## config.mk

```make
export PLATFORM = sky130hd
export DESIGN_NAME = process_group_refcount_tracker_flat
export DESIGN_NICKNAME = d
export VERILOG_FILES = /design/src/rtl/core/prgt_pkg.sv /design/src/rtl/core/prgt_if.sv /design/src/rtl/core/process_group_refcount_tracker.sv /design/src/rtl/core/prgt_ram.sv /design/src/flat_wrapper.sv
export VERILOG_INCLUDE_DIRS = /design/src /design/src/rtl/core
export SDC_FILE = /design/constraint.sdc
export NUM_CORES = 2
export LEC_CHECK = 0
export ABC_AREA = 1
export BUFFER_PORTS_ARGS = -buffer_cell sky130_fd_sc_hd__buf_4
export CORE_MARGIN = 2
export CORE_UTILIZATION = 55
export CTS_BUF_LIST = sky130_fd_sc_hd__clkbuf_8
export DETAILED_ROUTE_END_ITERATION = 8
export GPL_TIMING_DRIVEN = 1
export PLACE_DENSITY_LB_ADDON = 0.12
export SLEW_MARGIN = 20
export SYNTH_ARGS = -nofsm -noshare
export SYNTH_HDL_FRONTEND = slang
export SYNTH_HIERARCHICAL = 1
export SYNTH_SLANG_ARGS = --single-unit
```

## constraint.sdc

```tcl
create_clock -name clk -period 7.4 [get_ports clk]
set_input_delay 0.37 -clock clk [delete_from_list [all_inputs] [get_ports clk]]
set_output_delay 0.37 -clock clk [all_outputs]
set_load 0.02 [all_outputs]
```

## src/rtl/core/process_group_refcount_tracker_macros.svh

```systemverilog
// Assertion macros shared by the process group tracker RTL.
`ifndef PROCESS_GROUP_REFCOUNT_TRACKER_MACROS_SVH
`define PROCESS_GROUP_REFCOUNT_TRACKER_MACROS_SVH

// Check a property on every clock edge outside reset.
`define PRGT_ASSERT(label, prop, msg) \
  label: assert property (@(posedge clk) disable iff (rst) prop) else $error(msg);

// Check that a condition leads to a result in the next cycle.
`define PRGT_ASSERT_NEXT(label, cond, res, msg) \
  label: assert property (@(posedge clk) disable iff (rst) (cond) |=> (res)) else $error(msg);

`endif

```

## src/rtl/core/prgt_pkg.sv

```systemverilog
// Shared constants, codes and types of the process group tracker.
package prgt_pkg;

  localparam int unsigned CMD_W    = 2;
  localparam int unsigned PID_W    = 22;
  localparam int unsigned STATUS_W = 4;
  localparam int unsigned SLOT_W   = 3;
  localparam int unsigned THREAD_W = 16;
  localparam int unsigned MEMBER_W = 7;

  localparam int unsigned PID_SLOTS_DEF   = 64;
  localparam int unsigned GROUP_SLOTS_DEF = 8;

  localparam logic [THREAD_W-1:0] THREAD_MAX = 16'hFFFF;
  localparam logic [MEMBER_W-1:0] MEMBER_MAX = 7'd127;

  typedef enum logic [CMD_W-1:0] {
    CMD_TRACK = 2'd0,
    CMD_FORK  = 2'd1,
    CMD_EXIT  = 2'd2
  } command_t;

  typedef enum logic [STATUS_W-1:0] {
    STATUS_IGNORED        = 4'd0,
    STATUS_TRACKED        = 4'd1,
    STATUS_DUPLICATE      = 4'd2,
    STATUS_THREAD_ADDED   = 4'd3,
    STATUS_FORKED         = 4'd4,
    STATUS_THREAD_EXITED  = 4'd5,
    STATUS_PROCESS_EXITED = 4'd6,
    STATUS_GROUP_ENDED    = 4'd7,
    STATUS_FULL           = 4'd8
  } status_t;

  typedef enum logic [2:0] {
    ST_CLEAR,
    ST_IDLE,
    ST_SCAN,
    ST_TAIL,
    ST_GRD,
    ST_DECIDE
  } state_t;

  typedef struct packed {
    logic                valid;
    logic [PID_W-1:0]    root;
    logic [MEMBER_W-1:0] members;
  } group_t;

endpackage

```

## src/rtl/core/prgt_if.sv

```systemverilog
// Event and result channel interfaces of the process group tracker.
interface prgt_cmd_if;
  logic                         valid;
  logic                         ready;
  logic [prgt_pkg::CMD_W-1:0]   command;
  logic [prgt_pkg::PID_W-1:0]   pid;
  logic [prgt_pkg::PID_W-1:0]   parent_pid;

  modport source (output valid, command, pid, parent_pid, input ready);
  modport sink   (input valid, command, pid, parent_pid, output ready);
endinterface

interface prgt_res_if;
  logic                          valid;
  logic                          ready;
  logic [prgt_pkg::STATUS_W-1:0] status;
  logic [prgt_pkg::SLOT_W-1:0]   group_slot;
  logic [prgt_pkg::PID_W-1:0]    event_pid;
  logic [prgt_pkg::PID_W-1:0]    related_pid;

  modport source (output valid, status, group_slot, event_pid, related_pid, input ready);
  modport sink   (input valid, status, group_slot, event_pid, related_pid, output ready);
endinterface

```

## src/rtl/core/process_group_refcount_tracker.sv

```systemverilog
// Top level of the process group tracker: scan, decide and update over two table RAMs.
//
//  channel | dir | beat contents                         | handshake
//  --------+-----+---------------------------------------+-------------
//  cmd     | in  | command, pid, parent_pid              | valid/ready
//  res     | out | status, group_slot, event_pid,        | valid/ready
//          |     | related_pid                           |
//
// An event runs from beat to beat through the idle state that takes the beat, a full
// read sweep of both table RAMs over max(PID_SLOTS, GROUP_SLOTS) indexes, the last
// read, one group RAM read and one decide/write-back step. After reset a clearing pass
// over max(PID_SLOTS, GROUP_SLOTS) indexes zeroes both RAMs with cmd.ready low. A result
// waits in the output register while the next event is taken; the decide cycle holds
// until that register is free.
`include "process_group_refcount_tracker_macros.svh"

module process_group_refcount_tracker #(
  parameter int unsigned PID_SLOTS   = prgt_pkg::PID_SLOTS_DEF,
  parameter int unsigned GROUP_SLOTS = prgt_pkg::GROUP_SLOTS_DEF
) (
  input logic             clk,
  input logic             rst,
  prgt_cmd_if.sink        cmd,
  prgt_res_if.source      res
);

  // Sweep covers both tables; each RAM only sees the indexes it holds.
  localparam int unsigned SCAN_LEN = (PID_SLOTS > GROUP_SLOTS) ? PID_SLOTS : GROUP_SLOTS;
  localparam int unsigned SW       = $clog2(SCAN_LEN);
  localparam int unsigned EW       = $clog2(PID_SLOTS);
  localparam int unsigned GW       = (GROUP_SLOTS > 1) ? $clog2(GROUP_SLOTS) : 1;

  typedef struct packed {
    logic                          valid;
    logic [prgt_pkg::PID_W-1:0]    pid;
    logic [GW-1:0]                 grp;
    logic [prgt_pkg::THREAD_W-1:0] threads;
  } entry_t;

  prgt_pkg::state_t state, state_next;

  logic [SW-1:0] cnt;
  logic          cnt_last;
  logic          cnt_ent_ok, cnt_grp_ok;

  // Read pipeline of the sweep
  logic          rd_pend;
  logic [SW-1:0] rd_idx;
  logic          rd_ent_ok, rd_grp_ok;

  // Event being worked on
  prgt_pkg::command_t         cmd_r;
  logic [prgt_pkg::PID_W-1:0] pid_r, ppid_r;

  // What the sweep found
  logic                          child_hit;
  logic [EW-1:0]                 child_idx;
  logic [GW-1:0]                 child_grp;
  logic [prgt_pkg::THREAD_W-1:0] child_thr;
  logic                          par_hit;
  logic [GW-1:0]                 par_grp;
  logic                          fe_hit;
  logic [EW-1:0]                 fe_idx;
  logic                          fg_hit;
  logic [GW-1:0]                 fg_idx;

  // RAM ports
  logic             ent_we, grp_we;
  logic [EW-1:0]    ent_waddr, ent_raddr;
  logic [GW-1:0]    grp_waddr, grp_raddr;
  entry_t           ent_wdata, ent_rdata;
  prgt_pkg::group_t grp_wdata, grp_rdata;

  // Decision
  prgt_pkg::status_t          d_status;
  logic [GW-1:0]              d_slot;
  logic [prgt_pkg::PID_W-1:0] d_rel;
  logic                       d_ent_we, d_grp_we;
  logic [EW-1:0]              d_ent_addr;
  entry_t                     d_ent;
  logic [GW-1:0]              d_grp_addr;
  prgt_pkg::group_t           d_grp;
  logic [GW-1:0]              tgt_grp;
  logic [prgt_pkg::MEMBER_W-1:0] members_dec;

  // Output register
  logic                          res_valid;
  logic [prgt_pkg::STATUS_W-1:0] res_status;
  logic [prgt_pkg::SLOT_W-1:0]   res_slot;
  logic [prgt_pkg::PID_W-1:0]    res_pid, res_rel;
  logic                          out_free;
  logic                          load_res;

  // Assertion helpers
  logic in_sweep, cmd_beat, sweep_start, in_clear, plain_res;

  prgt_ram #(.WIDTH($bits(entry_t)), .DEPTH(PID_SLOTS)) u_entry_ram (
    .clk   (clk),
    .we    (ent_we),
    .waddr (ent_waddr),
    .wdata (ent_wdata),
    .raddr (ent_raddr),
    .rdata (ent_rdata)
  );

  prgt_ram #(.WIDTH($bits(prgt_pkg::group_t)), .DEPTH(GROUP_SLOTS)) u_group_ram (
    .clk   (clk),
    .we    (grp_we),
    .waddr (grp_waddr),
    .wdata (grp_wdata),
    .raddr (grp_raddr),
    .rdata (grp_rdata)
  );

  assign cnt_last   = (cnt == SW'(SCAN_LEN - 1));
  assign cnt_ent_ok = ({1'b0, cnt} < (SW + 1)'(PID_SLOTS));
  assign cnt_grp_ok = ({1'b0, cnt} < (SW + 1)'(GROUP_SLOTS));
  assign rd_ent_ok  = ({1'b0, rd_idx} < (SW + 1)'(PID_SLOTS));
  assign rd_grp_ok  = ({1'b0, rd_idx} < (SW + 1)'(GROUP_SLOTS));

  // A fork of an unknown child touches the parent's group; exits touch their own.
  assign tgt_grp  = (cmd_r == prgt_pkg::CMD_FORK) ? par_grp : child_grp;
  assign out_free = !res_valid || res.ready;

  assign cmd.ready       = (state == prgt_pkg::ST_IDLE);
  assign res.valid       = res_valid;
  assign res.status      = res_status;
  assign res.group_slot  = res_slot;
  assign res.event_pid   = res_pid;
  assign res.related_pid = res_rel;

  // Decide the outcome from the sweep results and the group entry just read.
  always_comb begin
    d_status    = prgt_pkg::STATUS_IGNORED;
    d_slot      = '0;
    d_rel       = '0;
    d_ent_we    = 1'b0;
    d_ent_addr  = fe_idx;
    d_ent       = '0;
    d_grp_we    = 1'b0;
    d_grp_addr  = tgt_grp;
    d_grp       = '0;
    members_dec = (grp_rdata.members != '0) ? grp_rdata.members - 1'b1 : '0;
    unique case (cmd_r)
      prgt_pkg::CMD_TRACK: begin
        if (child_hit) begin
          d_status = prgt_pkg::STATUS_DUPLICATE;
          d_slot   = child_grp;
        end else if (!fe_hit || !fg_hit) begin
          d_status = prgt_pkg::STATUS_FULL;
        end else begin
          d_ent_we   = 1'b1;
          d_ent      = '{valid: 1'b1, pid: pid_r, grp: fg_idx,
                         threads: prgt_pkg::THREAD_W'(1)};
          d_grp_we   = 1'b1;
          d_grp_addr = fg_idx;
          d_grp      = '{valid: 1'b1, root: pid_r, members: prgt_pkg::MEMBER_W'(1)};
          d_status   = prgt_pkg::STATUS_TRACKED;
          d_slot     = fg_idx;
        end
      end
      prgt_pkg::CMD_FORK: begin
        if (child_hit) begin
          // Known child: one more thread, saturating
          d_ent_we   = 1'b1;
          d_ent_addr = child_idx;
          d_ent      = '{valid: 1'b1, pid: pid_r, grp: child_grp,
                         threads: (child_thr == prgt_pkg::THREAD_MAX) ? child_thr
                                                                     : child_thr + 1'b1};
          d_status   = prgt_pkg::STATUS_THREAD_ADDED;
          d_slot     = child_grp;
        end else if (par_hit) begin
          d_slot = par_grp;
          if (!fe_hit || grp_rdata.members >= prgt_pkg::MEMBER_MAX) begin
            d_status = prgt_pkg::STATUS_FULL;
          end else begin
            d_ent_we = 1'b1;
            d_ent    = '{valid: 1'b1, pid: pid_r, grp: par_grp,
                         threads: prgt_pkg::THREAD_W'(1)};
            d_grp_we = 1'b1;
            d_grp    = '{valid: grp_rdata.valid, root: grp_rdata.root,
                         members: grp_rdata.members + 1'b1};
            d_status = prgt_pkg::STATUS_FORKED;
            d_rel    = ppid_r;
          end
        end
      end
      prgt_pkg::CMD_EXIT: begin
        if (child_hit) begin
          d_slot     = child_grp;
          d_ent_we   = 1'b1;
          d_ent_addr = child_idx;
          if (child_thr > prgt_pkg::THREAD_W'(1)) begin
            d_ent    = '{valid: 1'b1, pid: pid_r, grp: child_grp,
                         threads: child_thr - 1'b1};
            d_status = prgt_pkg::STATUS_THREAD_EXITED;
          end else begin
            // Last thread: free the entry and drop one member
            d_ent    = '0;
            d_grp_we = 1'b1;
            if (members_dec == '0) begin
              d_grp    = '{valid: 1'b0, root: grp_rdata.root, members: '0};
              d_status = prgt_pkg::STATUS_GROUP_ENDED;
              d_rel    = grp_rdata.root;
            end else begin
              d_grp    = '{valid: 1'b1, root: grp_rdata.root, members: members_dec};
              d_status = prgt_pkg::STATUS_PROCESS_EXITED;
            end
          end
        end
      end
      default: begin
        d_status = prgt_pkg::STATUS_IGNORED;
      end
    endcase
  end

  // Sequencer: next state and RAM port control.
  always_comb begin
    state_next = state;
    ent_we     = 1'b0;
    grp_we     = 1'b0;
    ent_waddr  = cnt[EW-1:0];
    ent_wdata  = '0;
    grp_waddr  = cnt[GW-1:0];
    grp_wdata  = '0;
    ent_raddr  = cnt[EW-1:0];
    grp_raddr  = cnt[GW-1:0];
    load_res   = 1'b0;
    unique case (state)
      prgt_pkg::ST_CLEAR: begin
        ent_we = cnt_ent_ok;
        grp_we = cnt_grp_ok;
        if (cnt_last) begin
          state_next = prgt_pkg::ST_IDLE;
        end
      end
      prgt_pkg::ST_IDLE: begin
        if (cmd.valid) begin
          state_next = prgt_pkg::ST_SCAN;
        end
      end
      prgt_pkg::ST_SCAN: begin
        if (cnt_last) begin
          state_next = prgt_pkg::ST_TAIL;
        end
      end
      prgt_pkg::ST_TAIL: begin
        state_next = prgt_pkg::ST_GRD;
      end
      prgt_pkg::ST_GRD: begin
        grp_raddr  = tgt_grp;
        state_next = prgt_pkg::ST_DECIDE;
      end
      prgt_pkg::ST_DECIDE: begin
        // Hold the group read address so the data stays put while stalled
        grp_raddr = tgt_grp;
        ent_waddr = d_ent_addr;
        ent_wdata = d_ent;
        grp_waddr = d_grp_addr;
        grp_wdata = d_grp;
        if (out_free) begin
          ent_we     = d_ent_we;
          grp_we     = d_grp_we;
          load_res   = 1'b1;
          state_next = prgt_pkg::ST_IDLE;
        end
      end
      default: begin
        state_next = prgt_pkg::ST_IDLE;
      end
    endcase
  end

  always_ff @(posedge clk) begin
    if (rst) begin
      state <= prgt_pkg::ST_CLEAR;
    end else begin
      state <= state_next;
    end
  end

  // Sweep counter, read pipeline and match capture.
  always_ff @(posedge clk) begin
    if (rst) begin
      cnt       <= '0;
      rd_pend   <= 1'b0;
      child_hit <= 1'b0;
      par_hit   <= 1'b0;
      fe_hit    <= 1'b0;
      fg_hit    <= 1'b0;
    end else begin
      rd_pend <= (state == prgt_pkg::ST_SCAN);
      rd_idx  <= cnt;
      if (state == prgt_pkg::ST_CLEAR || state == prgt_pkg::ST_SCAN) begin
        cnt <= cnt_last ? '0 : cnt + 1'b1;
      end
      if (state == prgt_pkg::ST_IDLE && cmd.valid) begin
        cmd_r     <= prgt_pkg::command_t'(cmd.command);
        pid_r     <= cmd.pid;
        ppid_r    <= cmd.parent_pid;
        cnt       <= '0;
        child_hit <= 1'b0;
        par_hit   <= 1'b0;
        fe_hit    <= 1'b0;
        fg_hit    <= 1'b0;
      end else if (rd_pend) begin
        // Keep the first match; free slots go lowest first
        if (rd_ent_ok && ent_rdata.valid && ent_rdata.pid == pid_r && !child_hit) begin
          child_hit <= 1'b1;
          child_idx <= rd_idx[EW-1:0];
          child_grp <= ent_rdata.grp;
          child_thr <= ent_rdata.threads;
        end
        if (rd_ent_ok && ent_rdata.valid && ent_rdata.pid == ppid_r && !par_hit) begin
          par_hit <= 1'b1;
          par_grp <= ent_rdata.grp;
        end
        if (rd_ent_ok && !ent_rdata.valid && !fe_hit) begin
          fe_hit <= 1'b1;
          fe_idx <= rd_idx[EW-1:0];
        end
        if (rd_grp_ok && !grp_rdata.valid && !fg_hit) begin
          fg_hit <= 1'b1;
          fg_idx <= rd_idx[GW-1:0];
        end
      end
    end
  end

  // Output register: load on decide, drop once the beat is taken.
  always_ff @(posedge clk) begin
    if (rst) begin
      res_valid <= 1'b0;
    end else if (load_res) begin
      res_valid <= 1'b1;
    end else if (res.ready) begin
      res_valid <= 1'b0;
    end
  end

  always_ff @(posedge clk) begin
    if (load_res) begin
      res_status <= d_status;
      res_slot   <= prgt_pkg::SLOT_W'(d_slot);
      res_pid    <= pid_r;
      res_rel    <= d_rel;
    end
  end

  assign in_sweep    = (state == prgt_pkg::ST_SCAN) || (state == prgt_pkg::ST_TAIL) ||
                       (state == prgt_pkg::ST_GRD);
  assign cmd_beat    = cmd.valid && cmd.ready;
  assign sweep_start = (state == prgt_pkg::ST_SCAN) && (cnt == '0);
  assign in_clear    = (state == prgt_pkg::ST_CLEAR);
  assign plain_res   = res.valid && (res.status != prgt_pkg::STATUS_FORKED) &&
                       (res.status != prgt_pkg::STATUS_GROUP_ENDED);

  `PRGT_ASSERT(a_no_write_in_sweep, in_sweep |-> !(ent_we || grp_we), "table write during sweep")
  `PRGT_ASSERT_NEXT(a_beat_starts_sweep, cmd_beat, sweep_start, "beat did not start a sweep")
  `PRGT_ASSERT(a_clear_after_reset, $past(rst) |-> in_clear, "clearing pass skipped after reset")
  `PRGT_ASSERT(a_related_zero, plain_res |-> res.related_pid == '0, "stray related pid")

endmodule

```

## src/rtl/core/prgt_ram.sv

```systemverilog
// Generic single-port-write, single-port-read RAM with registered read data.
module prgt_ram #(
  parameter int unsigned WIDTH = 8,
  parameter int unsigned DEPTH = 16
) (
  input  logic                                       clk,
  input  logic                                       we,
  input  logic [((DEPTH > 1) ? $clog2(DEPTH) : 1)-1:0] waddr,
  input  logic [WIDTH-1:0]                           wdata,
  input  logic [((DEPTH > 1) ? $clog2(DEPTH) : 1)-1:0] raddr,
  output logic [WIDTH-1:0]                           rdata
);

  logic [WIDTH-1:0] mem [DEPTH];

  always_ff @(posedge clk) begin
    if (we) begin
      mem[waddr] <= wdata;
    end
    rdata <= mem[raddr];
  end

endmodule
```

## src/flat_wrapper.sv

```systemverilog
// flat-port wrapper written by rule: the top's interface ports become plain ports
module process_group_refcount_tracker_flat 
#(
  parameter int unsigned PID_SLOTS   = prgt_pkg::PID_SLOTS_DEF,
  parameter int unsigned GROUP_SLOTS = prgt_pkg::GROUP_SLOTS_DEF
)
  (clk, rst, cmd_valid, cmd_command, cmd_pid, cmd_parent_pid, cmd_ready, res_valid, res_status, res_group_slot, res_event_pid, res_related_pid, res_ready);
  prgt_cmd_if cmd_i ();
  prgt_res_if res_i ();
  input logic clk;
  input logic rst;
  input wire logic [$bits(cmd_i.valid)-1:0] cmd_valid;
  input wire logic [$bits(cmd_i.command)-1:0] cmd_command;
  input wire logic [$bits(cmd_i.pid)-1:0] cmd_pid;
  input wire logic [$bits(cmd_i.parent_pid)-1:0] cmd_parent_pid;
  output wire logic [$bits(cmd_i.ready)-1:0] cmd_ready;
  output wire logic [$bits(res_i.valid)-1:0] res_valid;
  output wire logic [$bits(res_i.status)-1:0] res_status;
  output wire logic [$bits(res_i.group_slot)-1:0] res_group_slot;
  output wire logic [$bits(res_i.event_pid)-1:0] res_event_pid;
  output wire logic [$bits(res_i.related_pid)-1:0] res_related_pid;
  input wire logic [$bits(res_i.ready)-1:0] res_ready;
  assign cmd_i.valid = cmd_valid;
  assign cmd_i.command = cmd_command;
  assign cmd_i.pid = cmd_pid;
  assign cmd_i.parent_pid = cmd_parent_pid;
  assign cmd_ready = cmd_i.ready;
  assign res_valid = res_i.valid;
  assign res_status = res_i.status;
  assign res_group_slot = res_i.group_slot;
  assign res_event_pid = res_i.event_pid;
  assign res_related_pid = res_i.related_pid;
  assign res_i.ready = res_ready;
  process_group_refcount_tracker #(.PID_SLOTS(PID_SLOTS), .GROUP_SLOTS(GROUP_SLOTS)) u_core (.clk(clk), .rst(rst), .cmd(cmd_i), .res(res_i));
endmodule
```

==> results.md <==
- Detail Route Antenna Nets: 0
- Final hold violations: 0
- Status: finished clean
- Reg clk slew, reported paths: 0.06 ns
- Cell Area, Synth: 129000 um2
- Synth Warn #: 6
- Setup crit start kind: flop
- Achievable Freq: 197.0 MHz
- Mapped Cells: 10980
- Core area: 233000 um2
- Drt drc: 0
- Switching share of power: 25.23%
- Clock share of power: 37.8%
- CTS H-Tree Depth: 6
- Initial antenna violation count: 23
- Max cap viols: 0
- # nets final: 11300
- TritonCTS clock tree: built
- Remaining global-route overflow: 0
- Pin count of the biggest net entering global routing: 203
- Net count after synthesis: 11040
- Share of the synthesized area in the top cell type: 71.43%
- Starting Density: 55.36%
- Die Span Y: 488.3 um
- Leakage Power: 0.05431 uW
- Count leader, synth: nand2_1
- Share of post-route cells with drive strength above 1: 9.762%
- Setup ws final: 2.324 ns
- Area contributors post-synth: edfxtp_1, nand3_1, nand2_1
- RePlAce Congestion: 0.9599
- GRT Overall Usage: 32.09%
- WP data required: 8.10 ns
- Power Dens Cells: 257.4 nW/um2
- Row count: 177
- Top Ports: 103
- Fin crit period: 5.076 ns
- RSZ-0062 raised after global routing: false
- Area grow syn2layout: 10.64%
- Routed WL per cell: 26.22 um
- Worst setup EP type: flop
- Critical path arrival: 5.77 ns
- Final Max Slew Viols: 0
- Endpoints failing setup: 0
- Total power: 36730 uW
- NetSw: 9268 uW
- Crit-path max FO: 46
- Worst-Skew Late Latency: 1.09 ns
- Layout Skew: 0.06895 ns
- Critical path's largest stage delay: 1.09 ns
- Die width: 488.3 um
- Number of enable flip-flop cells after synthesis: 3068
- Finished Layout Cells: 14760
- Area of the die: 238400 um2
- Internal Power: 27460 uW
- Port Buffers: 102
- Tcrit/Tclk final: 68.60%
- Slew margin rel.: 21.94%
- Worst Hold Slack: 0.07326 ns
- CP Class: reg2reg
- Most used cell, CP: nand2_1
- DP Wirelength: 216900 um
- Global-route wire length before repair: 557100 um
- Vias in the first global route: 81610
- Vias/cell: 5.917
- Synth cell count leaders: nand2_1, edfxtp_1, nand3_1
- First drt pass iteration count: 8
- Gate power share: 8.2%
- Flop pwr share: 54.0%
- Sequence of cells on the critical path: inv_1 -> nor2_4 -> nand2_2 -> nor2_2 -> inv_2 -> buf_4 -> nor2_1 -> nand2_1 -> nand2_1 -> nand2_1 -> nor2_4 -> buf_4
- Routed wire length: 387100 um
- Post-Syn Area per Cell: 11.75 um2
- CTS root buf: clkbuf_8
- Worst IR Drop VDD: 0.1929 mV
- Hold WC Path Type: in2reg
- CTS Buf Count: 533
- Seq/Total Area, Yosys: 72.78%
- Slew @ Worst Pin: 1.171 ns
- Deepest clock path buffer count: 4
- DR vias: 87360
- Post_cts resized: 0
- Ys flop type: edfxtp_1
- Netlist cell types: 44
- Dpl cells: 13750
- Number of DRC markers in iteration 0: 11800
- CP max-delay cell: nor2_4
- Clock sink count: 3155
- Synth area leader: edfxtp_1
- #FFs+latches synth: 3155
- Post-synth ARST share: 0%
- Post-Place Worst Slack: 2.435 ns
- Total negative slack: 0 ns
==> state kept, by name (all words and copies together), names as in the netlist, 4 cells and up <==
signal	cells
u_core/u_entry_ram/mem	2688
u_core/u_group_ram/mem	240
u_core/u_entry_ram/rdata	42
u_core/u_group_ram/rdata	30
u_core/pid_r	22
u_core/ppid_r	22
u_core/res.event_pid	22
u_core/res.related_pid	22
u_core/child_thr	16
u_core/child_idx	6
u_core/cnt	6
u_core/fe_idx	6
u_core/rd_idx	6
u_core/res.status	4
==> routing by layer <==
metal	vias up	share of wire [%]	GRT usage (%)
met2	4979	44	47.30
met4	12	3.9	12.41
met5	-	0.020	0
li1	38900	-	-
met1	42770	41	46.45
met3	694	11	7.589
==> layout make-up <==
class                      instances  area, um2
antenna                           16      40.04
clock buffer                     556       7652
clock inverter                   354       1603
fill                           18430      90290
inverter                         393       1534
multi-input combinational       6763      30560
sequential                      3155      93890
tap                             3132       3919
timing repair buffer             395       3496
==> stage by stage <==
step | util (%) | area (um2)
floorplan | - | 129000
global placement | 56.82 | 132400
detailed placement | 56.87 | 132500
CTS | 61.22 | 142600
global route | 61.24 | 142700
finish | 61.25 | 142700
==> critical path: cells and delay by family (launching register included) <==
| kind | cells | cell delay, ns |
|---|---|---|
| AND/OR/NAND/NOR | 8 | 3.25 |
| flip-flops | 1 | 0.39 |
| buffers and inverters | 4 | 1.03 |
==> power by group through the flow <==
stage               registers [uW]  clock network [uW]  logic, uW
floorplan                    20100                   0       1990
global placement             20200                   0       2870
detailed placement           20200                   0       2900
CTS                          19800               14100       2950
global route                 19800               14800       3220
finish                       19800               13900       3000
==> repair_timing <==
action / CTS / global route
endpoints found under the setup margin: 0 / 0
buffers inserted: 0 / 0
hold buffers: 88 / 0
hold endpoints to repair: 67 / 0
==> cell families (layout without fill, tap and decap cells) <==
family	after synthesis	count (layout)	synth area share (%)
AOI/OAI and AO/OA	140	140	0.5918
DFF	3155	3155	72.78
adders and majority gates	11	11	0.1067
other	0	16	0
xor gates and xnor gates	53	53	0.3599
and+or+nand+nor	6559	6559	21.95
buffers and inverters	1057	1698	4.211
==> placed cells by master (no fill, tap or decap), types with 19 or more instances in the layout <==
cell and n:
clkinvlp_4 20, xnor2_1 29, a21oi_1 71, clkbuf_8 556
clkinv_2 47, nand2_1 3583, nor3_1 19, clkinv_1 100
buf_12 20, buf_4 284, dlygate4sd3_1 88, xor2_1 24
edfxtp_1 3068, nor2_1 95, nand3_1 2695, nor2_2 21
nor2_4 99, o21ai_0 26, dfxtp_1 81, inv_1 550
==> worst paths after layout <==
kind / from / to / slack (ns) / depth (start not counted)
worst min register to register: u_core/u_entry_ram/rdata[4] / u_core/child_thr[4] / 0.41 / 0
worst min-delay path: cmd_pid[16] / u_core/pid_r[16] / 0.07 / 2
worst max-delay path: u_core/state[2] / u_core/u_entry_ram/mem[57][0] / 2.32 / 12
worst max register to register: u_core/state[2] / u_core/u_entry_ram/mem[57][0] / 2.32 / 12
Note: power is estimated with default switching activity, not from simulation.
